===== config.mk =====
export PLATFORM = sky130hd
export DESIGN_NAME = bmpd_out_queue
export DESIGN_NICKNAME = d
export VERILOG_FILES = /design/src/design/bmpd_pkg.sv /design/src/design/bmpd_out_queue.sv
export SDC_FILE = /design/constraint.sdc
export NUM_CORES = 1
export LEC_CHECK = 0
export ABC_AREA = 0
export BUFFER_PORTS_ARGS = -buffer_cell sky130_fd_sc_hd__buf_2
export CAP_MARGIN = 40
export CORE_ASPECT_RATIO = 0.5
export CORE_MARGIN = 2
export CORE_UTILIZATION = 42
export DETAILED_ROUTE_END_ITERATION = 16
export GPL_ROUTABILITY_DRIVEN = 0
export PLACE_DENSITY = 0.72
export SYNTH_ARGS = -nofsm -noshare
export SYNTH_HDL_FRONTEND = slang
export SYNTH_SLANG_ARGS = --single-unit

===== constraint.sdc =====
create_clock -name clk -period 6.9 [get_ports clk]
set_input_delay 0 -clock clk [delete_from_list [all_inputs] [get_ports clk]]
set_output_delay 0 -clock clk [all_outputs]
set_load 0.02 [all_outputs]

===== src/design/bmpd_pkg.sv =====
// Shared types, codes and helpers for the BMP stream decoder.
// Used by every module of the decoder; depends on nothing else.
`default_nettype none

package bmpd_pkg;

  localparam int PAL_ENTRIES_DFLT = 256;
  localparam int DIM_BITS_DFLT    = 16;
  // Header byte position and palette entry index share one counter.
  localparam int IDX_W            = 9;
  localparam int OQ_DEPTH         = 4;

  localparam logic [1:0] KIND_PIXEL  = 2'd0;
  localparam logic [1:0] KIND_FINISH = 2'd1;
  localparam logic [1:0] KIND_ERROR  = 2'd2;

  localparam logic [2:0] ST_OK        = 3'd0;
  localparam logic [2:0] ST_SHORT_SIG = 3'd1;
  localparam logic [2:0] ST_FORMAT    = 3'd2;
  localparam logic [2:0] ST_DEPTH     = 3'd3;
  localparam logic [2:0] ST_PIXELS    = 3'd4;

  typedef struct packed {
    logic [7:0] byte_value;
    logic       end_of_stream;
  } in_item_t;

  typedef struct packed {
    logic [1:0]  result_kind;
    logic [15:0] pixel_x;
    logic [15:0] pixel_y;
    logic [7:0]  red;
    logic [7:0]  green;
    logic [7:0]  blue;
    logic [2:0]  status;
    logic        last_of_file;
  } result_t;

  typedef enum logic [4:0] {
    PH_HDR   = 5'b00001,
    PH_PAL   = 5'b00010,
    PH_PIX   = 5'b00100,
    PH_PAD   = 5'b01000,
    PH_AFTER = 5'b10000
  } phase_t;

  // One byte lane write into the palette: lane 0 blue, 1 green, 2 red.
  typedef struct packed {
    logic       en;
    logic [1:0] lane;
    logic [7:0] data;
  } pal_wr_t;

  typedef struct packed {
    logic [1:0] count;
    result_t    first;
    result_t    second;
  } push_t;

  function automatic result_t mk_pixel(input logic [15:0] x, input logic [15:0] y,
                                       input logic [7:0] r, input logic [7:0] g,
                                       input logic [7:0] b);
    result_t res;
    res.result_kind  = KIND_PIXEL;
    res.pixel_x      = x;
    res.pixel_y      = y;
    res.red          = r;
    res.green        = g;
    res.blue         = b;
    res.status       = ST_OK;
    res.last_of_file = 1'b0;
    return res;
  endfunction

  function automatic result_t mk_end(input logic [1:0] kind, input logic [2:0] st);
    result_t res;
    res              = '0;
    res.result_kind  = kind;
    res.status       = st;
    res.last_of_file = 1'b1;
    return res;
  endfunction

endpackage

`default_nettype wire


===== src/design/bmpd_out_queue.sv =====
// Small result queue between the decoder core and the output channel.
// Depends on bmpd_pkg for the result and push types; takes up to two results a cycle.
`default_nettype none

module bmpd_out_queue import bmpd_pkg::*; (
  input  wire logic  clk,
  input  wire logic  rst_n,
  input  wire push_t push,
  output logic       space_ok,
  output logic       out_valid,
  input  wire logic  out_stall,
  output result_t    out_data
);

  localparam int QAW = $clog2(OQ_DEPTH);

  result_t        q_r [OQ_DEPTH];
  logic [QAW-1:0] head_r, head_nxt;
  logic [QAW-1:0] tail_r, tail_nxt;
  logic [QAW:0]   cnt_r, cnt_nxt;
  logic [QAW-1:0] tail_inc;
  logic           pop;

  assign out_valid = (cnt_r != '0);
  assign out_data  = q_r[head_r];
  assign pop       = out_valid & ~out_stall;
  // Room for the two results a single byte can produce.
  assign space_ok  = cnt_r <= (QAW + 1)'(OQ_DEPTH - 2);
  assign tail_inc  = tail_r + 1'b1;

  assign head_nxt = pop ? (head_r + 1'b1) : head_r;
  assign tail_nxt = tail_r + QAW'(push.count);
  assign cnt_nxt  = cnt_r + (QAW + 1)'(push.count) - (QAW + 1)'(pop);

  always_ff @(posedge clk) begin
    if (push.count != 2'd0) begin
      q_r[tail_r] <= push.first;
    end
    if (push.count == 2'd2) begin
      q_r[tail_inc] <= push.second;
    end
  end

  always_ff @(posedge clk) begin
    if (!rst_n) begin
      head_r <= '0;
      tail_r <= '0;
      cnt_r  <= '0;
    end else begin
      head_r <= head_nxt;
      tail_r <= tail_nxt;
      cnt_r  <= cnt_nxt;
    end
  end

endmodule

`default_nettype wire


==> out/qor.yml, run 1 <==
drt:
  ant_nets: 0
  vias: 7556
  totalWireLength_um: 30000
  drt_iter0_markers: 525
  viasPerCell: 5.225
  drc: 0
  dr.pass1.iters: 4
  routedWlPerCell_um: 20.75
setup_path:
  arrival_ps: 3440
  crit_chain: "and3b_2, buf_4, mux2_2, dlygate4sd3_1"
  crit_path_start_kind: "flip-flop"
  max_stage_delay_ps: 740
  cp_top_family: "buffers and inverters"
  worstPathBufferInverterCount: 2
  cp.required_ps: 7160
  critPathKind: "flip-flop to flip-flop"
  worstSetupEndpointType: "flip-flop"
  critPathMaxFanout: 51
  cpMaxStageDelayCell: "buf_4"
synthesis:
  synth_top_cells_by_count: "edfxtp_1, mux2_2, mux4_2"
  synth_cells: 652
  syn-num-nets: 786
  netlist_area_um2: 12660
  yosysSeqAreaShare_pct: 60.25
  yosysMostFrequentCell: "edfxtp_1"
  synth_seq_cells: 257
  synth-edff-count: 248
  yosys_warnings: 0
  avgSynthCellArea_um2: 19.42
  synth_top_area_share_pct: 58.83
  yosysTopAreaCell: "edfxtp_1"
  synth-main-ff-cell: "edfxtp_1"
  synthArstFlopShare_pct: 0
  synth.area.top_cells: "edfxtp_1, mux2_2, mux4_2"
  synth.distinct_cells: 34
floorplanning:
  dieHeight_um: 126.8
  fp.dieArea_um2: 31630
  start_util_pct: 43.14
  coreArea_um2: 29340
  dieWidth_um: 249.5
  io-pin-count: 193
  num_rows: 44
flow_run:
  max_cap_violations: 0
clocking:
  path_clk_slew_ps: 60
  cts_resized: 0
  cts_setup_buffers: 0
  ctsLongestPathBuffers: 3
  cts_sinks: 257
  root_buffer: "clkbuf_16"
  tritoncts: "yes"
  insertion_delay_ps: 520
  cts-hold-fix-buffers: 191
  cts_htree_levels: 1
  cts_made_buffers: 25
timing:
  slew_headroom_pct: 42.85
  skew_ps: 5.257
  rsz0062_at_grt: "no"
  maxSlewViolCount: 0
  setup_violations: 0
  timing.setup.tns_ps: 0
  hold_viol: 0
  tightest_slew_ps: 857.2
  max_clock_freq_ghz: 0.3145
  fin_crit_ps: 3180
  fin_crit_sh_pct: 46.08
placement:
  place.port_buffers: 192
  dp_hpwl_um: 17250
layout:
  layout-drive-gt1-share_pct: 53.18
  final_core_util_pct: 57.16
  layout.nets: 1170
  syn2layout_area_growth_pct: 32.50
pwr:
  leakage_nw: 6.069
  irDropWorstVdd_v: 0.0001927
  p_per_area_nw_per_um2: 264.9
  total_power_mw: 4.443
global_routing:
  grt_pass1_vias: 8352
  overflow: 0
  grt_max_degree: 54
  grt_pass1_wl_um: 46380
  antenna_found_initial: 1
  track_usage_pct: 18.85
run_status:
  status: "finished, final reports clean"
hold_path:
  hold_path.class: "input port to flip-flop"
-- final cells by class --
type                            count  area (um^2)
Fill cell                        2192        12570
Clock inverter                     11        82.58
Inverter                            6        22.52
Multi-Input combinational cell    347         4751
Sequential cell                   257         7635
Clock buffer                       33        675.6
Tap cell                          391        489.2
Antenna cell                        2        5.005
Timing Repair Buffer              399         3113
-- cells in the final DEF (no fill, tap or decap), types with 2 or more instances in the layout --
cell           count
mux2_2           184
dlygate4sd3_1    191
clkinv_2           5
buf_2            192
clkbuf_8           2
nor2b_1            2
buf_16             5
inv_1              5
edfxtp_1         248
buf_4              8
and2_1             4
mux2_1             4
mux4_2            62
buf_6              2
dfxtp_4            2
a21oi_1            2
ha_1               4
dfxtp_1            7
clkbuf_16         25
clkinv_1           3
nor2_1             3
and3b_2            2
clkbuf_1           6
xnor2_1            3
mux2_4            60
diode_2            2
a21boi_0           2
-- sequential cells by signal, indices dropped and copies added, names as in the netlist, named ones only --
register	count
q_r	248
cnt_r	3
head_r	2
tail_r	2
-- path summary, 6_finish.rpt --
path / endpoint / cells after the start / slack [ps] / from
setup reg to reg: q_r[3][44] / 4 / 3720 / tail_r[1]
hold / removal: cnt_r[0] / 3 / 330 / rst_n
hold reg to reg: flip-flop / 2 / 470 / head_r[1]
setup / recovery: q_r[3][44] / 4 / 3720 / tail_r[1]
-- cell families (layout without fill, tap and decap cells) --
kind of cell    Yosys count  in the layout  synth area share, %
buf+inv                  48            449                2.540
simple gates             20             20                1.077
fa+ha+maj                 5              5               0.5535
compound gates            7              7               0.3558
flops                   257            257                60.25
mux                     311            311                34.95
xor+xnor                  4              4               0.2768
other cells               0              2                    0
-- layer usage --
layer	global-route usage, %	up-vias	routed length [um]
met5	0	-	0
met4	5.811	0	859
met3	2.257	58	814
met2	35.08	153	16040
met1	23.14	3907	12280
li1	-	3438	-
-- power breakdown --
part           leakage [nW]  switching (mW)  total (mW)  internal [mW]
clock network         0.373           0.566        1.29          0.725
logic                  3.30           0.591        1.16          0.568
registers              2.40          0.0820        1.99           1.91
-- metrics by stage --
step	hold slack, ps	setup slack [ps]	area [um^2]	std cells
finish	330.5	3720	16770	1446
global route	374.4	3612	16770	1444
CTS	318.8	3743	16770	1444
detailed placement	328.0	4299	14100	1209
global placement	318.6	4275	13940	1202
floorplan	121.7	1251	12660	652
-- worst reg2reg max path: stages, from the launching register on --
cell           delay, ps
dfxtp_1              650
and3b_2              530
buf_4                750
mux2_2               450
dlygate4sd3_1        560
(Power assumes the default switching activity.)
==> inputs of run 2 (changes only) <==
--- a/config.mk
+++ b/config.mk
@@ -13,7 +13,7 @@
 export CORE_UTILIZATION = 42
 export DETAILED_ROUTE_END_ITERATION = 16
 export GPL_ROUTABILITY_DRIVEN = 0
-export PLACE_DENSITY = 0.72
+export PLACE_DENSITY = 0.74
 export SYNTH_ARGS = -nofsm -noshare
 export SYNTH_HDL_FRONTEND = slang
 export SYNTH_SLANG_ARGS = --single-unit
==> constraint.sdc (replaced) <==
create_clock -name clk -period 2.9 [get_ports clk]
set_input_delay 0 -clock clk [delete_from_list [all_inputs] [get_ports clk]]
set_output_delay 0 -clock clk [all_outputs]
set_load 0.02 [all_outputs]
==> out/qor.yml, run 2 (synthesized netlist as in run 1, its figures left out) <==
run_status:
  status: "finished, final reports clean"
setup_path:
  r2r_slack_ps: 180  # -3540 ps
  worstSetupEndpointType: "flip-flop"
  cp.required_ps: 3170  # -3990 ps
  critPathMaxFanout: 20  # -61%
  arrival_ps: 2990  # -450 ps
  crit_path_start_kind: "flip-flop"
  critPathKind: "flip-flop to flip-flop"
layout:
  layout.nets: 1174  # +0.34%
  layout-drive-gt1-share_pct: 53.13  # -0.056 points
  syn2layout_area_growth_pct: 33.24
  final_common_cell: "edfxtp_1"
  reg_top3: "q_r x248, cnt_r x3"
  regMostFlops: "q_r"
  layout_common_cells: "edfxtp_1, buf_2, dlygate4sd3_1, mux2_2, mux4_2"
  largest_register_ffs: 248  # unchanged
flow_run:
  max_cap_violations: 0  # unchanged
clocking:
  root_buffer: "clkbuf_16"
  cts_htree_levels: 1  # unchanged
  insertion_delay_ps: 520  # about the same
  cts_made_buffers: 25  # unchanged
  tritoncts: "yes"
  cts_sinks: 257  # unchanged
  ctsLongestPathBuffers: 3  # unchanged
  path_clk_slew_ps: 60  # about the same
  cts_setup_buffers: 0  # unchanged
placement:
  dp_hpwl_um: 18100  # +4.9%
  place.port_buffers: 192  # unchanged
  pre_cts_ws_ps: 599.6  # -3700 ps
floorplanning:
  start_util_pct: 43.14  # unchanged
  io-pin-count: 193  # unchanged
  coreArea_um2: 29340  # unchanged
  fp.dieArea_um2: 31630  # unchanged
  dieWidth_um: 249.5  # unchanged
  num_rows: 44  # unchanged
  dieHeight_um: 126.8  # unchanged
pwr:
  p_seq_share_pct: 44.0  # -0.9 points
  irDropWorstVdd_v: 0.0004017  # +110%
  leakage_nw: 6.098  # +0.47%
  pwr-share-clk_pct: 29.7  # +0.6 points
  p_sw_share_pct: 27.82  # -0.064 points
  total_power_mw: 10.78  # +140%
  p_per_area_nw_per_um2: 638.8  # +140%
  pwr-share-comb_pct: 26.3  # +0.2 points
  p_int_mw: 7.777  # +140%
  switchingPower_mw: 2.998  # +140%
timing:
  skew_ps: 8.108  # +2.851 ps
  tightest_slew_ps: 612.2  # -245.0 ps
  maxSlewViolCount: 0  # unchanged
  hold_viol: 0  # unchanged
  max_clock_freq_ghz: 0.3680  # +17%
  worst_slack_ps: 182.9  # -3537 ps
  timing.setup.tns_ps: 0  # unchanged
  fin_crit_ps: 2717  # -462.7 ps
  setup_violations: 0  # unchanged
  fin_crit_sh_pct: 93.69  # +48 points
  slew_headroom_pct: 59.18  # +16 points
  rsz0062_at_grt: "no"
drt:
  routedWlPerCell_um: 21.52  # +3.7%
  viasPerCell: 5.306  # +1.5%
  vias: 7688  # +1.7%
  totalWireLength_um: 31180  # +3.9%
  ant_nets: 0  # unchanged
  drc: 0  # unchanged
  dr.pass1.iters: 4  # unchanged
  drt_iter0_markers: 463  # -12%
global_routing:
  antenna_found_initial: 2  # +1
  grt_pass1_wl_um: 48310  # +4.2%
  grt_max_degree: 46  # -15%
  grt_pass1_vias: 8737  # +4.6%
  track_usage_pct: 19.69  # +0.84 points
  overflow: 0  # unchanged
hold_path:
  hold_path.class: "input port to flip-flop"
[run 2: changes by cell type in the layout (fill, tap and decap cells not counted), sizes merged]
| cell | change |
|---|---|
| clkinvlp | -1 |
| bufinv | +2 |
| clkbuf | -4 |
| buf | +4 |
| clkinv | +2 |
[run 2: layout make-up]
| class | instances | area (um^2) |
|---|---|---|
| Fill cell | 2167 | 12480 |
| Sequential cell | 257 | 7635 |
| Multi-Input combinational cell | 347 | 4762 |
| Timing Repair Buffer | 403 | 3173 |
| Clock buffer | 29 | 640.6 |
| Tap cell | 391 | 489.2 |
| Clock inverter | 14 | 140.1 |
| Inverter | 6 | 22.52 |
| Antenna cell | 2 | 5.005 |
[run 2: through the flow]
stage          util [%]  instance area [um^2]  std cells  hold WS (ps)
6_report          57.48                 16870       1449         356.1
3_3_place_gp      48.29                 14170       1213         319.4
5_1_grt           57.48                 16870       1449         364.0
3_5_place_dp      48.29                 14170       1213         328.3
2_1_floorplan         -                 12680        652         121.7
4_1_cts           57.47                 16860       1447         332.9
[run 2: path summary, 6_finish.rpt]
path / cells after the start / to / start
max reg2reg: 4 / q_r[2][59] / tail_r[1]
min reg2reg: 2 / flip-flop / head_r[1]
min: 3 / cnt_r[0] / rst_n
max: 4 / q_r[2][59] / tail_r[1]
[run 2: critical path, stage by stage (launching register included)]
cell and delay [ps]:
dfxtp_1 490, and3b_4 620, buf_4 400, mux2_1 370
dlygate4sd3_1 570
[run 2: routing by layer]
metal	vias up	track usage [%]	part of all wire (%)
met3	62	2.770	3.2
met2	186	36.89	53
met4	0	7.158	3.1
li1	3443	-	-
met5	-	0	0
met1	3997	23.26	41
[run 2: timing repair]
item / 4_1_cts / 5_1_grt
gates resized for setup: 0 / 0
endpoints found under the hold margin: 257 / 0
hold buffers: 191 / 0
[run 2: power by group through the flow]
stage               clock [mW]  combinational (mW)  sequential (mW)
CTS                       3.24                2.85             4.74
floorplan                    0                1.79             4.69
global route              3.37                3.00             4.78
global placement             0                2.55             4.80
detailed placement           0                2.59             4.82
finish                    3.20                2.84             4.74
==> inputs of run 3 (changes only) <==
--- a/config.mk
+++ b/config.mk
@@ -13,7 +13,7 @@
 export CORE_UTILIZATION = 42
 export DETAILED_ROUTE_END_ITERATION = 16
 export GPL_ROUTABILITY_DRIVEN = 0
-export PLACE_DENSITY = 0.74
+export PLACE_DENSITY = 0.72
 export SYNTH_ARGS = -nofsm -noshare
 export SYNTH_HDL_FRONTEND = slang
 export SYNTH_SLANG_ARGS = --single-unit
==> constraint.sdc (replaced) <==
create_clock -name clk -period 3.4 [get_ports clk]
set_input_delay 0 -clock clk [delete_from_list [all_inputs] [get_ports clk]]
set_output_delay 0 -clock clk [all_outputs]
set_load 0.02 [all_outputs]
==> out/qor.yml, run 3 (synthesized netlist as in run 1, its figures left out) <==
hold_path:
  hold_start: "rst_n"
  hold_depth: 3  # unchanged
  min_to: "cnt_r[0]"
  hold_path.class: "input port to flip-flop"
clocking:
  path_clk_slew_ps: 60  # about the same
  cts_resized: 0  # unchanged
  cts_sinks: 257  # unchanged
  insertion_delay_ps: 520  # about the same
  root_buffer: "clkbuf_16"
  tritoncts: "yes"
  cts_setup_buffers: 0  # unchanged
  cts_htree_levels: 1  # unchanged
  cts_made_buffers: 25  # unchanged
  ctsLongestPathBuffers: 3  # unchanged
setup_path:
  arrival_ps: 3190  # +200 ps
  critPathKind: "flip-flop to flip-flop"
  r2r_slack_ps: 470  # +290 ps
  r2r_cells: 4  # unchanged
  crit_path_start_kind: "flip-flop"
  reg2reg_from: "tail_r[1]"
  reg2reg_to: "q_r[3][10]"
  worstSetupEndpointType: "flip-flop"
  cp.required_ps: 3670  # +500 ps
  critPathMaxFanout: 19  # -5.0%
floorplanning:
  dieHeight_um: 126.8  # unchanged
  num_rows: 44  # unchanged
  fp.dieArea_um2: 31630  # unchanged
  coreArea_um2: 29340  # unchanged
  dieWidth_um: 249.5  # unchanged
  start_util_pct: 43.14  # unchanged
  io-pin-count: 193  # unchanged
global_routing:
  grt_pass1_vias: 8546  # -2.2%
  grt_max_degree: 63  # +37%
  track_usage_pct: 19.39  # -0.30 points
  antenna_found_initial: 0  # -2
  grt_pass1_wl_um: 47580  # -1.5%
  overflow: 0  # unchanged
pwr:
  p_per_area_nw_per_um2: 536.3  # -16%
  irDropWorstVdd_v: 0.0003695  # -8.0%
  leakage_nw: 6.072  # -0.43%
timing:
  fin_crit_sh_pct: 86.10  # -7.6 points
  hold_viol: 0  # unchanged
  rsz0062_at_grt: "no"
  max_clock_freq_ghz: 0.3416  # -7.2%
  slew_headroom_pct: 37.97  # -21 points
  fin_crit_ps: 2927  # +210.1 ps
  tightest_slew_ps: 930.5  # +318.3 ps
  timing.setup.tns_ps: 0  # unchanged
  skew_ps: 9.607  # +1.500 ps
  setup_violations: 0  # unchanged
  maxSlewViolCount: 0  # unchanged
drt:
  ant_nets: 0  # unchanged
  vias: 7579  # -1.4%
  dr.pass1.iters: 5  # +1
  routedWlPerCell_um: 21.16  # -1.7%
  drc: 0  # unchanged
  drt_iter0_markers: 423  # -8.6%
  viasPerCell: 5.231  # -1.4%
  totalWireLength_um: 30660  # -1.7%
layout:
  num_antenna_cells: 0  # -2
  syn2layout_area_growth_pct: 32.46
  reg_top3: "q_r x248, cnt_r x3"
  largest_register_ffs: 248  # unchanged
  layout-drive-gt1-share_pct: 53.12  # about the same
  regMostFlops: "q_r"
  final_common_cell: "edfxtp_1"
  layout_common_cells: "edfxtp_1, buf_2, dlygate4sd3_1, mux2_2, mux4_2"
  layout.nets: 1174  # unchanged
  layoutNonFillerInstCount: 1449  # unchanged
placement:
  place.port_buffers: 192  # unchanged
  dp.cells: 1213  # unchanged
  dp_hpwl_um: 17940  # -0.84%
flow_run:
  max_cap_violations: 0  # unchanged
run_status:
  status: "finished, final reports clean"
run 3: cell types whose count changed in the layout (fill, tap and decap cells not counted), sizes merged:
cell	previous run	this run
bufinv	3	1
clkbuf	29	30
clkinv	10	13
diode	2	0
run 3: repair_timing:
action                                  4_1_cts  5_1_grt
endpoints found under the setup margin        0        0
hold buffers                                191        0
hold endpoints to repair                    257        0
run 3: cell type report:
cell class,instances,area (um^2)
inverters,6,22.52
clock buffers,30,644.4
fillers,2190,12570
repair buffers,403,3123
well taps,391,489.2
multi-input cells,347,4760
clock inverters,15,95.09
flip-flops and latches,257,7635
run 3: power by group:
group | internal (mW) | switching (mW) | leakage (nW) | total (mW)
combinational | 1.17 | 1.19 | 3.31 | 2.36
clock | 1.42 | 1.16 | 0.367 | 2.58
sequential | 3.88 | 0.174 | 2.40 | 4.05
run 3: worst max-delay path, cell delays in order (launching register included):
cell	delay (ps)
dfxtp_1	670
and3b_2	660
buf_4	400
mux2_2	380
dlygate4sd3_1	560
run 3: stage by stage:
step                utilization, %  total power [mW]  setup WS (ps)  instance area, um^2  hold slack [ps]
finish                       57.15             8.994          472.7                16770            360.2
global route                 57.15             9.332          367.4                16770            360.5
CTS                          57.15             9.051          497.5                16770            311.7
detailed placement           48.11             6.280           1016                14120            325.0
global placement             48.04             6.235           1085                14100            315.4
floorplan                        -             5.533          707.3                12680            121.7
run 3: worst max-delay path by stage:
| stage | cells after the start | start | to |
|---|---|---|---|
| floorplan | 5 | tail_r[0] | q_r[2][0] |
| global placement | 3 | tail_r[1] | q_r[3][10] |
| detailed placement | 3 | tail_r[1] | q_r[3][4] |
| CTS | 4 | tail_r[1] | q_r[3][5] |
| global route | 4 | tail_r[1] | q_r[3][5] |
| finish | 4 | tail_r[1] | q_r[3][10] |
run 3: routing by layer:
layer | routed length [um] | vias to the layer above | global-route usage, %
met3 | 1462 | 51 | 2.996
met2 | 16520 | 203 | 36.94
met1 | 11720 | 3864 | 22.36
li1 | - | 3461 | -
met4 | 955 | 0 | 6.697
met5 | 0 | - | 0
