--- config.mk ---
export PLATFORM = sky130hd
export DESIGN_NAME = bmpd_parser
export DESIGN_NICKNAME = d
export VERILOG_FILES = /design/src/design/bmpd_pkg.sv /design/src/design/bmpd_parser.sv
export SDC_FILE = /design/constraint.sdc
export NUM_CORES = 1
export LEC_CHECK = 0
export ABC_AREA = 1
export CORE_MARGIN = 3
export CORE_UTILIZATION = 40
export DETAILED_ROUTE_END_ITERATION = 16
export DONT_BUFFER_PORTS = 1
export GPL_TIMING_DRIVEN = 0
export MAX_ROUTING_LAYER = met4
export PLACE_DENSITY = 0.64
export SLEW_MARGIN = 20
export SYNTH_ARGS = -nofsm -noshare
export SYNTH_HDL_FRONTEND = slang
export SYNTH_SLANG_ARGS = --single-unit
--- constraint.sdc ---
create_clock -name clk -period 6.55 [get_ports clk]
set_input_delay 1.31 -clock clk [delete_from_list [all_inputs] [get_ports clk]]
set_output_delay 1.31 -clock clk [all_outputs]
set_load 0.01 [all_outputs]
--- src/design/bmpd_pkg.sv ---
// Shared types, codes and helpers for the BMP stream decoder.
// Used by every module of the decoder; depends on nothing else.
`default_nettype none

package bmpd_pkg;

  localparam int PAL_ENTRIES_DFLT = 256;
  localparam int DIM_BITS_DFLT    = 16;
  // Header byte position and palette entry index share one counter.
  localparam int IDX_W            = 9;
  localparam int OQ_DEPTH         = 4;

  localparam logic [1:0] KIND_PIXEL  = 2'd0;
  localparam logic [1:0] KIND_FINISH = 2'd1;
  localparam logic [1:0] KIND_ERROR  = 2'd2;

  localparam logic [2:0] ST_OK        = 3'd0;
  localparam logic [2:0] ST_SHORT_SIG = 3'd1;
  localparam logic [2:0] ST_FORMAT    = 3'd2;
  localparam logic [2:0] ST_DEPTH     = 3'd3;
  localparam logic [2:0] ST_PIXELS    = 3'd4;

  typedef struct packed {
    logic [7:0] byte_value;
    logic       end_of_stream;
  } in_item_t;

  typedef struct packed {
    logic [1:0]  result_kind;
    logic [15:0] pixel_x;
    logic [15:0] pixel_y;
    logic [7:0]  red;
    logic [7:0]  green;
    logic [7:0]  blue;
    logic [2:0]  status;
    logic        last_of_file;
  } result_t;

  typedef enum logic [4:0] {
    PH_HDR   = 5'b00001,
    PH_PAL   = 5'b00010,
    PH_PIX   = 5'b00100,
    PH_PAD   = 5'b01000,
    PH_AFTER = 5'b10000
  } phase_t;

  // One byte lane write into the palette: lane 0 blue, 1 green, 2 red.
  typedef struct packed {
    logic       en;
    logic [1:0] lane;
    logic [7:0] data;
  } pal_wr_t;

  typedef struct packed {
    logic [1:0] count;
    result_t    first;
    result_t    second;
  } push_t;

  function automatic result_t mk_pixel(input logic [15:0] x, input logic [15:0] y,
                                       input logic [7:0] r, input logic [7:0] g,
                                       input logic [7:0] b);
    result_t res;
    res.result_kind  = KIND_PIXEL;
    res.pixel_x      = x;
    res.pixel_y      = y;
    res.red          = r;
    res.green        = g;
    res.blue         = b;
    res.status       = ST_OK;
    res.last_of_file = 1'b0;
    return res;
  endfunction

  function automatic result_t mk_end(input logic [1:0] kind, input logic [2:0] st);
    result_t res;
    res              = '0;
    res.result_kind  = kind;
    res.status       = st;
    res.last_of_file = 1'b1;
    return res;
  endfunction

endpackage

`default_nettype wire

--- src/design/bmpd_parser.sv ---
// Input register and per-byte decode: header fields, palette load, pixels and padding.
// Depends on bmpd_pkg; drives palette writes and pushes results to the output queue.
`default_nettype none

module bmpd_parser import bmpd_pkg::*; #(
  parameter int ENTRIES  = PAL_ENTRIES_DFLT,
  parameter int DIM_BITS = DIM_BITS_DFLT,
  localparam int AW = $clog2(ENTRIES)
) (
  input  wire logic          clk,
  input  wire logic          rst_n,
  input  wire logic          accept,
  input  wire in_item_t      in_data,
  input  wire logic          space_ok,
  output logic               s0_valid,
  input  wire logic [23:0]   pal_color,
  output pal_wr_t            pal_wr,
  output logic [AW-1:0]      pal_wr_addr,
  output push_t              push
);

  localparam logic [31:0] DIM_MAX   = 32'((64'd1 << DIM_BITS) - 64'd1);
  localparam logic [31:0] ENT32     = 32'(ENTRIES);
  localparam logic [IDX_W-1:0] ENT_IDX    = IDX_W'(ENTRIES);
  localparam logic [IDX_W-1:0] COLORS_8B  = IDX_W'(256);
  localparam logic             DFLT_OVER  = (256 > ENTRIES);
  localparam logic [15:0] SIGNATURE  = 16'h4d42;
  localparam logic [31:0] HSIZE_CORE = 32'd12;
  localparam logic [31:0] HSIZE_INFO = 32'd40;

  localparam logic [IDX_W-1:0] P_SIG     = IDX_W'(1);
  localparam logic [IDX_W-1:0] P_HSIZE   = IDX_W'(17);
  localparam logic [IDX_W-1:0] CORE_WID  = IDX_W'(19);
  localparam logic [IDX_W-1:0] CORE_HGT  = IDX_W'(21);
  localparam logic [IDX_W-1:0] CORE_BPP  = IDX_W'(25);
  localparam logic [IDX_W-1:0] INFO_WID  = IDX_W'(21);
  localparam logic [IDX_W-1:0] INFO_HGT  = IDX_W'(25);
  localparam logic [IDX_W-1:0] INFO_BPP  = IDX_W'(29);
  localparam logic [IDX_W-1:0] INFO_COMP = IDX_W'(33);
  localparam logic [IDX_W-1:0] INFO_CLR  = IDX_W'(49);
  localparam logic [IDX_W-1:0] INFO_END  = IDX_W'(53);

  logic          s0_valid_r, s0_valid_nxt;
  in_item_t      s0_data_r;

  phase_t              phase_r, phase_nxt;
  logic [IDX_W-1:0]    pos_r, pos_nxt;
  logic [31:0]         asm_r, asm_nxt;
  logic [1:0]          comp_r, comp_nxt;
  logic [1:0]          fbc_r, fbc_nxt;
  logic                core_r, core_nxt;
  logic                bpp8_r, bpp8_nxt;
  logic                bpp24_r, bpp24_nxt;
  logic [DIM_BITS-1:0] wid_lo_r, wid_lo_nxt;
  logic                wid_big_r, wid_big_nxt;
  logic [DIM_BITS-1:0] hgt_lo_r, hgt_lo_nxt;
  logic                hgt_big_r, hgt_big_nxt;
  logic                comp_nz_r, comp_nz_nxt;
  logic                clr_zero_r, clr_zero_nxt;
  logic                clr_big_r, clr_big_nxt;
  logic [IDX_W-1:0]    clr_lo_r, clr_lo_nxt;
  logic [DIM_BITS-1:0] width_r, width_nxt;
  logic [DIM_BITS-1:0] height_r, height_nxt;
  logic [IDX_W-1:0]    ccnt_r, ccnt_nxt;
  logic [DIM_BITS-1:0] col_r, col_nxt;
  logic [DIM_BITS-1:0] row_r, row_nxt;
  logic [1:0]          pad_r, pad_nxt;
  logic [15:0]         part_r, part_nxt;

  logic                proc;
  logic [7:0]          b;
  logic [31:0]         asm_new;
  logic [15:0]         w16;
  logic [31:0]         hv;
  logic [IDX_W-1:0]    p_wid, p_hgt, p_bpp, p_end;
  logic                bpp8_e, bpp24_e;
  logic                colors_dflt;
  logic [IDX_W-1:0]    colors;
  logic                colors_over;
  logic [DIM_BITS-1:0] sp_w, sp_h;
  logic [DIM_BITS:0]   col_inc;
  logic                row_end;
  logic [1:0]          pad_new;
  logic [1:0]          pad_dec;
  logic [7:0]          px_r, px_g, px_b;
  logic [IDX_W-1:0]    pos_inc;

  logic                do_fail, do_sp, do_emit, do_end_row, do_hdr_start;
  logic [2:0]          fail_st;
  result_t             fin;

  assign s0_valid = s0_valid_r;
  assign proc     = s0_valid_r & space_ok;
  assign b        = s0_data_r.byte_value;
  assign asm_new  = {b, asm_r[31:8]};
  assign w16      = asm_new[31:16];
  assign hv       = core_r ? {16'h0000, w16} : asm_new;
  assign p_wid    = core_r ? CORE_WID : INFO_WID;
  assign p_hgt    = core_r ? CORE_HGT : INFO_HGT;
  assign p_bpp    = core_r ? CORE_BPP : INFO_BPP;
  assign p_end    = core_r ? CORE_BPP : INFO_END;
  // A core header ends on the byte that completes its depth field.
  assign bpp8_e   = core_r ? (w16 == 16'd8)  : bpp8_r;
  assign bpp24_e  = core_r ? (w16 == 16'd24) : bpp24_r;

  assign colors_dflt = core_r | clr_zero_r;
  assign colors      = colors_dflt ? (bpp8_e ? COLORS_8B : '0) : clr_lo_r;
  assign colors_over = colors_dflt ? (bpp8_e & DFLT_OVER) : clr_big_r;

  assign sp_w = (phase_r == PH_PAL) ? width_r  : wid_lo_r;
  assign sp_h = (phase_r == PH_PAL) ? height_r : hgt_lo_r;

  assign col_inc = {1'b0, col_r} + 1'b1;
  assign row_end = col_inc >= {1'b0, width_r};
  // Row bytes are width or three times width; padding rounds them up to four.
  assign pad_new = bpp8_r ? 2'(2'd0 - width_r[1:0]) : width_r[1:0];
  assign pad_dec = pad_r - 2'd1;
  assign pos_inc = pos_r + 1'b1;

  assign px_r = bpp8_r ? pal_color[23:16] : b;
  assign px_g = bpp8_r ? pal_color[15:8]  : part_r[15:8];
  assign px_b = bpp8_r ? pal_color[7:0]   : part_r[7:0];

  assign pal_wr.en   = proc && !s0_data_r.end_of_stream && (phase_r == PH_PAL) &&
                       (comp_r != 2'd3) && (pos_r < ENT_IDX);
  assign pal_wr.lane = comp_r;
  assign pal_wr.data = b;
  assign pal_wr_addr = pos_r[AW-1:0];

  always_comb begin
    s0_valid_nxt = accept ? 1'b1 : (proc ? 1'b0 : s0_valid_r);

    phase_nxt    = phase_r;
    pos_nxt      = pos_r;
    asm_nxt      = asm_r;
    comp_nxt     = comp_r;
    fbc_nxt      = fbc_r;
    core_nxt     = core_r;
    bpp8_nxt     = bpp8_r;
    bpp24_nxt    = bpp24_r;
    wid_lo_nxt   = wid_lo_r;
    wid_big_nxt  = wid_big_r;
    hgt_lo_nxt   = hgt_lo_r;
    hgt_big_nxt  = hgt_big_r;
    comp_nz_nxt  = comp_nz_r;
    clr_zero_nxt = clr_zero_r;
    clr_big_nxt  = clr_big_r;
    clr_lo_nxt   = clr_lo_r;
    width_nxt    = width_r;
    height_nxt   = height_r;
    ccnt_nxt     = ccnt_r;
    col_nxt      = col_r;
    row_nxt      = row_r;
    pad_nxt      = pad_r;
    part_nxt     = part_r;

    do_fail      = 1'b0;
    fail_st      = ST_OK;
    do_sp        = 1'b0;
    do_emit      = 1'b0;
    do_end_row   = 1'b0;
    do_hdr_start = 1'b0;
    fin          = mk_end(KIND_FINISH, ST_OK);
    push         = '0;

    if (proc) begin
      if (s0_data_r.end_of_stream) begin
        do_hdr_start = 1'b1;
        if (phase_r != PH_AFTER) begin
          do_fail = 1'b1;
          if (phase_r == PH_HDR) begin
            fail_st = (pos_r < IDX_W'(2)) ? ST_SHORT_SIG : ST_FORMAT;
          end else if (phase_r == PH_PAL) begin
            fail_st = ST_FORMAT;
          end else begin
            fail_st = ST_PIXELS;
          end
        end
      end else begin
        unique case (phase_r)
          PH_HDR: begin
            asm_nxt = asm_new;
            pos_nxt = pos_inc;
            if (pos_r == P_SIG && w16 != SIGNATURE) begin
              do_fail = 1'b1;
              fail_st = ST_FORMAT;
            end else if (pos_r == P_HSIZE) begin
              if (asm_new == HSIZE_CORE || asm_new == HSIZE_INFO) begin
                core_nxt     = (asm_new == HSIZE_CORE);
                comp_nz_nxt  = 1'b0;
                clr_zero_nxt = 1'b1;
                clr_big_nxt  = 1'b0;
                clr_lo_nxt   = '0;
              end else begin
                do_fail = 1'b1;
                fail_st = ST_FORMAT;
              end
            end else begin
              if (pos_r == p_wid) begin
                wid_lo_nxt  = hv[DIM_BITS-1:0];
                wid_big_nxt = hv > DIM_MAX;
              end
              if (pos_r == p_hgt) begin
                hgt_lo_nxt  = hv[DIM_BITS-1:0];
                hgt_big_nxt = hv > DIM_MAX;
              end
              if (pos_r == p_bpp) begin
                bpp8_nxt  = (w16 == 16'd8);
                bpp24_nxt = (w16 == 16'd24);
              end
              if (!core_r && pos_r == INFO_COMP) begin
                comp_nz_nxt = (asm_new != 32'd0);
              end
              if (!core_r && pos_r == INFO_CLR) begin
                clr_zero_nxt = (asm_new == 32'd0);
                clr_big_nxt  = asm_new > ENT32;
                clr_lo_nxt   = asm_new[IDX_W-1:0];
              end
              if (pos_r == p_end) begin
                // Depth is checked first, then compression, then size and colors.
                if (!(bpp8_e || bpp24_e)) begin
                  do_fail = 1'b1;
                  fail_st = ST_DEPTH;
                end else if (!core_r && comp_nz_r) begin
                  do_fail = 1'b1;
                  fail_st = ST_PIXELS;
                end else if (wid_big_r || hgt_big_r || colors_over) begin
                  do_fail = 1'b1;
                  fail_st = ST_FORMAT;
                end else begin
                  width_nxt  = wid_lo_r;
                  height_nxt = hgt_lo_r;
                  ccnt_nxt   = colors;
                  if (colors == '0) begin
                    do_sp = 1'b1;
                  end else begin
                    phase_nxt = PH_PAL;
                    pos_nxt   = '0;
                    comp_nxt  = 2'd0;
                  end
                end
              end
            end
          end
          PH_PAL: begin
            if (comp_r >= (core_r ? 2'd2 : 2'd3)) begin
              comp_nxt = 2'd0;
              pos_nxt  = pos_inc;
              if (pos_inc >= ccnt_r) begin
                do_sp = 1'b1;
              end
            end else begin
              comp_nxt = comp_r + 2'd1;
            end
          end
          PH_PIX: begin
            if (bpp8_r) begin
              do_emit = 1'b1;
            end else if (fbc_r < 2'd2) begin
              part_nxt = {b, part_r[15:8]};
              fbc_nxt  = fbc_r + 2'd1;
            end else begin
              fbc_nxt = 2'd0;
              do_emit = 1'b1;
            end
          end
          PH_PAD: begin
            pad_nxt = pad_dec;
            if (pad_dec == 2'd0) begin
              do_end_row = 1'b1;
            end
          end
          PH_AFTER: begin
            phase_nxt = phase_r;
          end
          default: begin
            phase_nxt = phase_r;
          end
        endcase
      end

      if (do_emit) begin
        push.count = 2'd1;
        push.first = mk_pixel(16'(col_r), 16'(row_r), px_r, px_g, px_b);
        col_nxt    = col_inc[DIM_BITS-1:0];
        if (row_end) begin
          if (pad_new == 2'd0) begin
            do_end_row = 1'b1;
          end else begin
            phase_nxt = PH_PAD;
            pad_nxt   = pad_new;
          end
        end
      end

      if (do_end_row) begin
        if (row_r == '0) begin
          phase_nxt = PH_AFTER;
          if (push.count == 2'd0) begin
            push.first = fin;
          end else begin
            push.second = fin;
          end
          push.count = push.count + 2'd1;
        end else begin
          row_nxt   = row_r - 1'b1;
          col_nxt   = '0;
          phase_nxt = PH_PIX;
        end
      end

      if (do_sp) begin
        if (sp_w == '0 || sp_h == '0) begin
          phase_nxt  = PH_AFTER;
          push.count = 2'd1;
          push.first = fin;
        end else begin
          phase_nxt = PH_PIX;
          row_nxt   = sp_h - 1'b1;
          col_nxt   = '0;
          fbc_nxt   = 2'd0;
        end
      end

      if (do_fail) begin
        phase_nxt  = PH_AFTER;
        push.count = 2'd1;
        push.first = mk_end(KIND_ERROR, fail_st);
      end

      // End of stream always rearms the header reader for the next file.
      if (do_hdr_start) begin
        phase_nxt = PH_HDR;
        pos_nxt   = '0;
        asm_nxt   = '0;
        fbc_nxt   = 2'd0;
      end
    end
  end

  always_ff @(posedge clk) begin
    if (accept) begin
      s0_data_r <= in_data;
    end
  end

  always_ff @(posedge clk) begin
    if (!rst_n) begin
      s0_valid_r <= 1'b0;
      phase_r    <= PH_HDR;
      pos_r      <= '0;
      asm_r      <= '0;
      comp_r     <= 2'd0;
      fbc_r      <= 2'd0;
      core_r     <= 1'b0;
      bpp8_r     <= 1'b0;
      bpp24_r    <= 1'b0;
      wid_lo_r   <= '0;
      wid_big_r  <= 1'b0;
      hgt_lo_r   <= '0;
      hgt_big_r  <= 1'b0;
      comp_nz_r  <= 1'b0;
      clr_zero_r <= 1'b1;
      clr_big_r  <= 1'b0;
      clr_lo_r   <= '0;
      width_r    <= '0;
      height_r   <= '0;
      ccnt_r     <= '0;
      col_r      <= '0;
      row_r      <= '0;
      pad_r      <= 2'd0;
      part_r     <= '0;
    end else begin
      s0_valid_r <= s0_valid_nxt;
      phase_r    <= phase_nxt;
      pos_r      <= pos_nxt;
      asm_r      <= asm_nxt;
      comp_r     <= comp_nxt;
      fbc_r      <= fbc_nxt;
      core_r     <= core_nxt;
      bpp8_r     <= bpp8_nxt;
      bpp24_r    <= bpp24_nxt;
      wid_lo_r   <= wid_lo_nxt;
      wid_big_r  <= wid_big_nxt;
      hgt_lo_r   <= hgt_lo_nxt;
      hgt_big_r  <= hgt_big_nxt;
      comp_nz_r  <= comp_nz_nxt;
      clr_zero_r <= clr_zero_nxt;
      clr_big_r  <= clr_big_nxt;
      clr_lo_r   <= clr_lo_nxt;
      width_r    <= width_nxt;
      height_r   <= height_nxt;
      ccnt_r     <= ccnt_nxt;
      col_r      <= col_nxt;
      row_r      <= row_nxt;
      pad_r      <= pad_nxt;
      part_r     <= part_nxt;
    end
  end

endmodule

`default_nettype wire

==> impl_metrics.csv, run 1 <==
group,metric,value,unit
final_layout,fin_nets,1933,
drt,drt-met1-wl,16500,µm
global_routing,grt_use_total,0.236,
critical_path,end_kind,"output port",
timing,rsz0062_at_grt,"no",
timing,max_freq,0.173,GHz
timing,finClkSkew,0.0139,ns
critical_path,crit_fanout,10,
timing,report.final.slew_viol_count,0,
floorplan,core_area,29100,µm²
global_routing,grt_pass1_vias,10900,
power,peakVddDrop,0.000174,V
place,placed_area,12600,µm²
place,gp_congestion,0.944,
floorplan,start_util,0.410,
critical_path,critPathLaunch,"col_r[0]",
synthesis,synth.yosys.seq_area_share,0.330,
global_routing,grt_max_degree,21,
clock_network,clock-sinks,192,
timing,relSlewSlack,0.422,
hold_path,hold_start,"bpp24_r",
global_routing,antenna_found_initial,0,
final_layout,drive_gt1_frac,0.0988,
final_layout,synthToLayoutAreaGrowth,11.1,%
critical_path,worstPathArrival,4.46,ns
drt,vias_per_cell,5.20,
critical_path,rr_worst_depth,25,
synthesis,syn_area_per_cell,6.70,µm²
clock_network,clk_latency,0.46,ns
status,status,"finished clean",
drt,wl,37000,µm
clock_network,cts_tree,"built",
clock_network,cts_buffers,17,
final_layout,layout.cells.non_filler,2257,
final_layout,design_area,13300,µm²
final_layout,final_common_cell,"nand2_1",
place,portBuffers,0,
timing,fin_hold_ws,0.466,ns
global_routing,grt_pass1_wl,58000,µm
synthesis,synth-seq-cells,192,
drt,postRouteAntennaNets,0,
synthesis,synth.distinct_cells,53,
timing,tns,0,ns
synthesis,postSynth.asyncResetShare,0,
clock_network,postCtsSetupRepairBufs,0,
floorplan,dieArea,32000,µm²
place,dp.cells,2225,
clock_network,cts_buffer_depth,2,
critical_path,cp.required,5.24,ns
final_layout,final_core_util,0.456,
clock_network,htree_levels,4,
floorplan,rows,62,
power,p_leak,5.62,nW
synthesis,syn_area,11900,µm²
clock_network,cts-root-buf,"clkbuf_16",
final_layout,layout_common_cells,"375 x nand2_1, 213 x inv_1, 210 x a21oi_1",
drt,wl_met2,17400,µm
synthesis,synth_flop_cell,"dfxtp_1",
timing,worstMarginPinSlew,0.868,ns
timing,finalCritPeriodShare,0.880,
synthesis,syn_inst,1782,
drt,dr.max_layer_used,"met4",
drt,first_pass_iters,5,
floorplan,die_h,179,µm
drt,vias,11700,
final_layout,diodes,0,
critical_path,reg2reg_from,"col_r[0]",
clock_network,clk_pin_slew,0.08,ns
global_routing,grt-ovfl-total,0,
drt,drt-initial-drc-count,1250,
clock_network,cts_resized,0,
drt,wl_met3,2360,µm
place,dp_hpwl,28800,µm
run,cap_violations,0,
floorplan,pin_count,183,
timing,setup_violations,0,
synthesis,synth_edf_count,9,
power,p_per_area,184,nW/µm²
final_layout,nFillCells,3047,
timing,hold_violations,0,
floorplan,die_x,179,µm
timing,fin_crit,5.77,ns
hold_path,hold_class,"reg2reg",
hold_path,whs_path_depth,2,
synthesis,yosys_warnings,0,
drt,drc,0,
clock_network,postCtsHoldBufs,0,
drt,wl_per_cell,16.4,µm
critical_path,startpoint_type,"register",
critical_path,crit_type,"reg2out",
power by group:
part / internal, W / switching (W) / leakage [nW]
Sequential: 0.00118 / 0.0000149 / 1.56
Combinational: 0.0000477 / 0.000102 / 3.75
Clock: 0.000549 / 0.000545 / 0.304
layout make-up:
class	instances	area [µm²]	area share
tap	384	480	0.0362
clock inverter	13	159	0.0120
buffer	155	925	0.0697
multi-input combinational	1267	6450	0.486
inverter	227	853	0.0643
sequential	192	3930	0.297
clock buffer	19	464	0.0350
through the flow:
step	setup WS, ns	power [W]
2_1_floorplan	2.12	0.00133
3_3_place_gp	1.35	0.00137
3_5_place_dp	1.37	0.00137
4_1_cts	0.870	0.00245
5_1_grt	0.469	0.00252
6_report	0.785	0.00244
synth_stat cells, drive strengths merged, types with 34 or more instances:
library cell	count	area (µm²)
clkbuf	58	218
buf	97	707
nand2	382	1460
nand3	112	596
inv	224	841
dfxtp	183	3660
nor2	171	722
ha	36	450
a21oi	210	1050
nand4	34	219
xor2	37	332
o21ai	124	684
layer usage:
layer  track usage  vias up
met2         0.382      381
met1         0.307     5432
li1              -     5859
met4        0.0701        0
met5             -        -
met3        0.0371       58
final timing paths:
kind	endpoint	slack [ns]
worst max register to register	row_r[13]	2.38
worst min-delay path	bpp24_r	0.47
worst min register to register	bpp24_r	0.47
worst max-delay path	push[60]	0.78
flip-flops by register name, indices dropped and copies added (netlist names), 16 cells and up:
name      cells
asm_r        24
col_r        16
height_r     16
hgt_lo_r     16
part_r       16
row_r        16
wid_lo_r     16
width_r      16
worst max-delay path: stages, from the launching register on:
cell,delay [ns]
dfxtp_1,0.44
ha_1,0.22
nand2_1,0.07
nor2_1,0.15
nand3_1,0.14
inv_1,0.08
nand2_1,0.08
nor2_2,0.16
nand2_1,0.11
nor2_1,0.13
xor2_1,0.22
ha_1,0.28
nand2_1,0.09
nor2_1,0.05
nand3_1,0.09
inv_1,0.05
o21ai_0,0.07
nand3_1,0.10
nand2_1,0.07
nand3_1,0.19
a21oi_1,0.54
buf_2,0.38
nor2_1,0.14
buf_4,0.17
cell families after synthesis:
| group | count (synthesis) | synth area share |
|---|---|---|
| fa+ha+maj | 36 | 0.0377 |
| compound gates | 386 | 0.178 |
| flops | 192 | 0.330 |
| buf+inv | 382 | 0.149 |
| xor+xnor | 45 | 0.0336 |
| simple gates | 740 | 0.272 |
| other cells | 1 | 0.000314 |
(Power assumes the default switching activity.)
==> run 2, diff against run 1 <==
- CORE_ASPECT_RATIO: not set -> 0.9
- CTS_BUF_LIST: not set -> sky130_fd_sc_hd__clkbuf_4
==> run 2 against run 1 <==
Net effect:
- global-route usage is 0.43 points lower
- sequential share of layout area is 0.65 points higher
- largest power group unchanged
- clock power fell by 35%
- final area down 2.1%
- total power fell by 16%
- largest cell class unchanged
- die area about the same
==> impl_metrics.csv, run 2 (same netlist as run 1, synthesis figures left out) <==
group,metric,value,unit
status,status,"finished clean",
critical_path,startpoint_type,"register",
global_routing,grt-ovfl-total,0,
timing,hold_violations,0,
final_layout,fin_nets,1933,
critical_path,crit_top_cell,"nor2_1",
drt,wl_per_cell,16.3,µm
power,p_leak,5.47,nW
run,cap_violations,0,
critical_path,crit_chain,"ha_1, nand2_1, nor2_1, nand3_1, inv_1, nand2_1, nor2_2, nand2_1, nor2_1, xor2_1, ha_1, nand2_1, nor2_1, nand3_1, nor2_1, nor2_1, nand3_1, nand2_1, nand3_1, a21oi_1, buf_2, nor2_1, buf_4",
timing,fin_hold_ws,0.470,ns
drt,vias_per_cell,5.16,
timing,worstMarginPinSlew,0.834,ns
clock_network,clk_latency,0.63,ns
timing,tns,0,ns
clock_network,postCtsSetupRepairBufs,0,
power,peakVddDrop,0.000113,V
clock_network,cts-root-buf,"clkbuf_4",
drt,postRouteAntennaNets,0,
power,p_per_area,158,nW/µm²
clock_network,cts_buffer_depth,2,
floorplan,die_h,170,µm
final_layout,regMostFlops,"asm_r",
critical_path,cp_slowest_stage_delay,0.59,ns
global_routing,grt_pass1_vias,10700,
hold_path,hold_class,"reg2reg",
drt,wl,37000,µm
floorplan,core_area,29200,µm²
final_layout,layout.cells.non_filler,2271,
floorplan,pin_count,183,
final_layout,final_common_cell,"nand2_1",
drt,first_pass_iters,6,
critical_path,worstPathArrival,4.69,ns
clock_network,postCtsHoldBufs,0,
clock_network,clock-sinks,192,
place,dp_hpwl,28900,µm
timing,setup_violations,0,
place,gp_congestion,0.950,
place,dp.cells,2237,
critical_path,crit_fanout,10,
global_routing,antenna_found_initial,2,
timing,max_freq,0.167,GHz
critical_path,crit_type,"reg2out",
timing,finClkSkew,0.0317,ns
clock_network,clk_pin_slew,0.19,ns
timing,rsz0062_at_grt,"no",
clock_network,cts_tree,"built",
floorplan,dieArea,32000,µm²
clock_network,cts_buffers,17,
clock_network,htree_levels,4,
timing,fin_crit,6.00,ns
critical_path,end_kind,"output port",
place,dpl_worst_slack,1.31,ns
critical_path,critPathSlowestCell,"a21oi_1",
clock_network,cts_resized,0,
final_layout,drive_gt1_frac,0.0988,
timing,report.final.slew_viol_count,0,
drt,vias,11700,
timing,relSlewSlack,0.440,
final_layout,largest_register_ff_count,24,
floorplan,start_util,0.409,
critical_path,cp.required,5.24,ns
final_layout,final_core_util,0.445,
final_layout,nFillCells,3105,
final_layout,synthToLayoutAreaGrowth,8.72,%
place,portBuffers,0,
global_routing,grt_use_total,0.232,
drt,drc,0,
global_routing,grt_pass1_wl,57700,µm
timing,finalCritPeriodShare,0.917,
timing,finalWorstSetupSlack,0.546,ns
final_layout,layout_common_cells,"375 x nand2_1, 213 x inv_1, 210 x a21oi_1",
drt,drt-initial-drc-count,1007,
global_routing,grt_max_degree,21,
floorplan,rows,59,
floorplan,die_x,188,µm
-- run 2: changes by cell type in the layout (fill, tap and decap cells not counted), sizes merged --
| cell | delta |
|---|---|
| clkbuf | -2 |
| clkinv | -2 |
| clkinvlp | +3 |
| diode | +2 |
| bufinv | +1 |
-- run 2: layout make-up --
cell class | count | area (µm²) | area share
Multi-Input combinational cell | 1267 | 6450 | 0.497
Sequential cell | 192 | 3930 | 0.303
Inverter | 227 | 853 | 0.0657
Buffer | 155 | 925 | 0.0712
Clock inverter | 15 | 191 | 0.0147
Tap cell | 396 | 495 | 0.0382
Antenna cell | 2 | 5.00 | 0.000386
Clock buffer | 17 | 128 | 0.00983
-- run 2: path summary, 6_finish.rpt --
kind               start          end  slack [ns]  depth (start not counted)
max             col_r[0]     push[60]        0.55                         23
min          hgt_lo_r[6]  height_r[6]        0.47                          2
max reg2reg     col_r[0]     row_r[8]        2.33                         25
min reg2reg  hgt_lo_r[6]  height_r[6]        0.47                          2
-- run 2: power by group --
part	internal [W]	leakage [nW]	switching [W]
clock	0.000215	0.158	0.000493
combinational	0.0000478	3.75	0.000101
sequential	0.00119	1.56	0.0000143
total	0.00145	5.47	0.000608
-- run 2: worst max-delay path: cells and delay by family, from the launching register on --
family	cells	cell delay [ns]
AND/OR/NAND/NOR	16	1.71
flip-flops	1	0.46
AO/OA/AOI/OAI	1	0.59
XOR/XNOR	1	0.22
adder cells (fa/ha/maj)	2	0.50
buffers and inverters	3	0.62
-- run 2: layer usage --
metal,share of wire,track usage
met5,0,-
met4,0.022,0.0613
met2,0.45,0.366
met1,0.45,0.302
met3,0.077,0.0527
-- run 2: through the flow --
| step | cell area [µm²] | total power (W) |
|---|---|---|
| final | 13000 | 0.00206 |
| after global routing | 13000 | 0.00213 |
| after CTS | 13000 | 0.00207 |
| after detailed placement | 12700 | 0.00137 |
| after global placement | 12700 | 0.00137 |
| after floorplan | 12200 | 0.00133 |
==> run 3, diff against run 2 <==
- PLACE_DENSITY: 0.64 -> not set
- PLACE_DENSITY_LB_ADDON: not set -> 0.15
==> run 3 against run 2 <==
Net effect:
- via count shrank 1.4%
- sequential cell count unchanged
- count of clock-buffer cells in the layout stayed put
- die area is the same
- hold slack gained 0.0026 ns
- worst setup slack gained 0.0021 ns
- critical path type unchanged
- critical path depth unchanged
- largest power group unchanged
==> impl_metrics.csv, run 3 (same netlist as run 1, synthesis figures left out) <==
group,metric,value,unit
floorplan,start_util,0.409,
critical_path,crit_top_cell,"nor2_1",
final_layout,nFillCells,3108,
timing,finalCritPeriodShare,0.916,
global_routing,antenna_found_initial,1,
floorplan,die_h,170,µm
critical_path,r2r_end,"row_r[8]",
timing,worstMarginPinSlew,0.835,ns
global_routing,grt_use_total,0.240,
power,peakVddDrop,0.000102,V
critical_path,rr_worst_depth,25,
status,status,"finished clean",
final_layout,drive_gt1_frac,0.0988,
global_routing,grt_pass1_wl,59500,µm
final_layout,layout.cells.non_filler,2273,
critical_path,critPathSlowestCell,"a21oi_1",
power,seqPwrFrac,0.592,
critical_path,end_kind,"output port",
critical_path,critPathLaunch,"col_r[0]",
critical_path,reg2reg_slack,2.33,ns
timing,finClkSkew,0.0388,ns
clock_network,postCtsSetupRepairBufs,0,
power,sw_frac_of_total,0.304,
drt,vias_per_cell,5.08,
clock_network,cts_buffers,17,
hold_path,hold_class,"reg2reg",
place,dp_hpwl,29400,µm
global_routing,grt_max_degree,21,
place,dp.cells,2237,
clock_network,cts-root-buf,"clkbuf_4",
power,p_per_area,156,nW/µm²
timing,relSlewSlack,0.443,
drt,wl,37700,µm
power,intPower,0.00141,W
hold_path,hold_path_end,"bpp24_r",
power,p_leak,5.47,nW
critical_path,crit_chain,"ha_1, nand2_1, nor2_1, nand3_1, inv_1, nand2_1, nor2_2, nand2_1, nor2_1, xor2_1, ha_1, nand2_1, nor2_1, nand3_1, nor2_1, nor2_1, nand3_1, nand2_1, nand3_1, a21oi_1, buf_2, nor2_1, buf_4",
floorplan,core_area,29200,µm²
hold_path,whs_path_depth,2,
critical_path,crit_type,"reg2out",
critical_path,worstPathArrival,4.69,ns
clock_network,cts_resized,0,
critical_path,reg2reg_from,"col_r[0]",
timing,report.final.slew_viol_count,0,
place,placed_area,12700,µm²
timing,tns,0,ns
timing,setup_violations,0,
power,power,0.00203,W
power,p_switching,0.000617,W
final_layout,layout_common_cells,"375 x nand2_1, 213 x inv_1, 210 x a21oi_1",
final_layout,synthToLayoutAreaGrowth,8.54,%
timing,fin_crit,6.00,ns
place,portBuffers,0,
run,cap_violations,0,
final_layout,largest_register_ff_count,24,
clock_network,cts_buffer_depth,2,
place,gp_congestion,0.953,
power,clock_power_share,0.334,
global_routing,grt_pass1_vias,10800,
final_layout,final_common_cell,"nand2_1",
floorplan,die_x,188,µm
critical_path,cp.required,5.24,ns
drt,postRouteAntennaNets,0,
clock_network,postCtsHoldBufs,0,
critical_path,path_delay_family,"simple AND/OR/NAND/NOR gates",
final_layout,final_core_util,0.444,
timing,hold_violations,0,
clock_network,htree_levels,4,
clock_network,clk_latency,0.64,ns
hold_path,hold_start,"bpp24_r",
drt,drt-initial-drc-count,871,
timing,max_freq,0.167,GHz
timing,rsz0062_at_grt,"no",
floorplan,dieArea,32000,µm²
power,pwr-share-comb,0.074,
critical_path,startpoint_type,"register",
final_layout,design_area,13000,µm²
floorplan,rows,59,
global_routing,grt-ovfl-total,0,
drt,drc,0,
critical_path,cp_slowest_stage_delay,0.55,ns
clock_network,clock-sinks,192,
drt,vias,11500,
clock_network,cts_tree,"built",
final_layout,regMostFlops,"asm_r",
drt,first_pass_iters,5,
final_layout,fin_nets,1933,
clock_network,clk_pin_slew,0.19,ns
critical_path,cp_num_buf_inv,3,
critical_path,crit_fanout,10,
floorplan,pin_count,183,
drt,wl_per_cell,16.6,µm
==> run 3: final cells by class <==
cell class,instances,area (µm²),area share
diodes,4,10.0,0.000773
inverters,227,853,0.0659
plain buffers,155,925,0.0714
well taps,396,495,0.0382
clock inverters,15,165,0.0127
flip-flops and latches,192,3930,0.304
clock buffers,17,128,0.00985
multi-input cells,1267,6450,0.498
==> run 3: stage by stage <==
| step | setup WS [ns] | hold slack (ns) |
|---|---|---|
| CTS | 0.583 | 0.475 |
| global route | 0.0730 | 0.502 |
| global placement | 1.27 | 0.450 |
| floorplan | 2.12 | 0.430 |
| detailed placement | 1.29 | 0.446 |
| finish | 0.548 | 0.472 |
==> run 3: power groups by stage <==
stage               Sequential, W  Clock [W]  Combinational, W
floorplan                 0.00122          0          0.000111
global placement          0.00122          0          0.000147
detailed placement        0.00122          0          0.000147
CTS                       0.00120   0.000692          0.000147
global route              0.00120   0.000735          0.000164
finish                    0.00120   0.000676          0.000150
==> run 3: how the worst max path moves through the flow <==
| stage | to | slack (ns) | cells past startpoint |
|---|---|---|---|
| 2_1_floorplan | push[60] | 2.12 | 23 |
| 3_3_place_gp | push[60] | 1.27 | 23 |
| 3_5_place_dp | push[60] | 1.29 | 23 |
| 4_1_cts | push[60] | 0.58 | 23 |
| 5_1_grt | push[60] | 0.07 | 23 |
| 6_report | push[60] | 0.55 | 23 |
==> run 3: tightest hold or removal path, cell delays in order, from the launching register on <==
cell	delay (ns)
dfxtp_1	0.36
inv_1	0.05
a211oi_1	0.05
==> run 3: per-layer routing <==
layer,vias to the layer above,share of wire,GRT usage
met5,-,0,-
met4,0,0.011,0.0424
met3,32,0.058,0.0379
met2,341,0.46,0.383
met1,5329,0.48,0.326
li1,5845,-,-
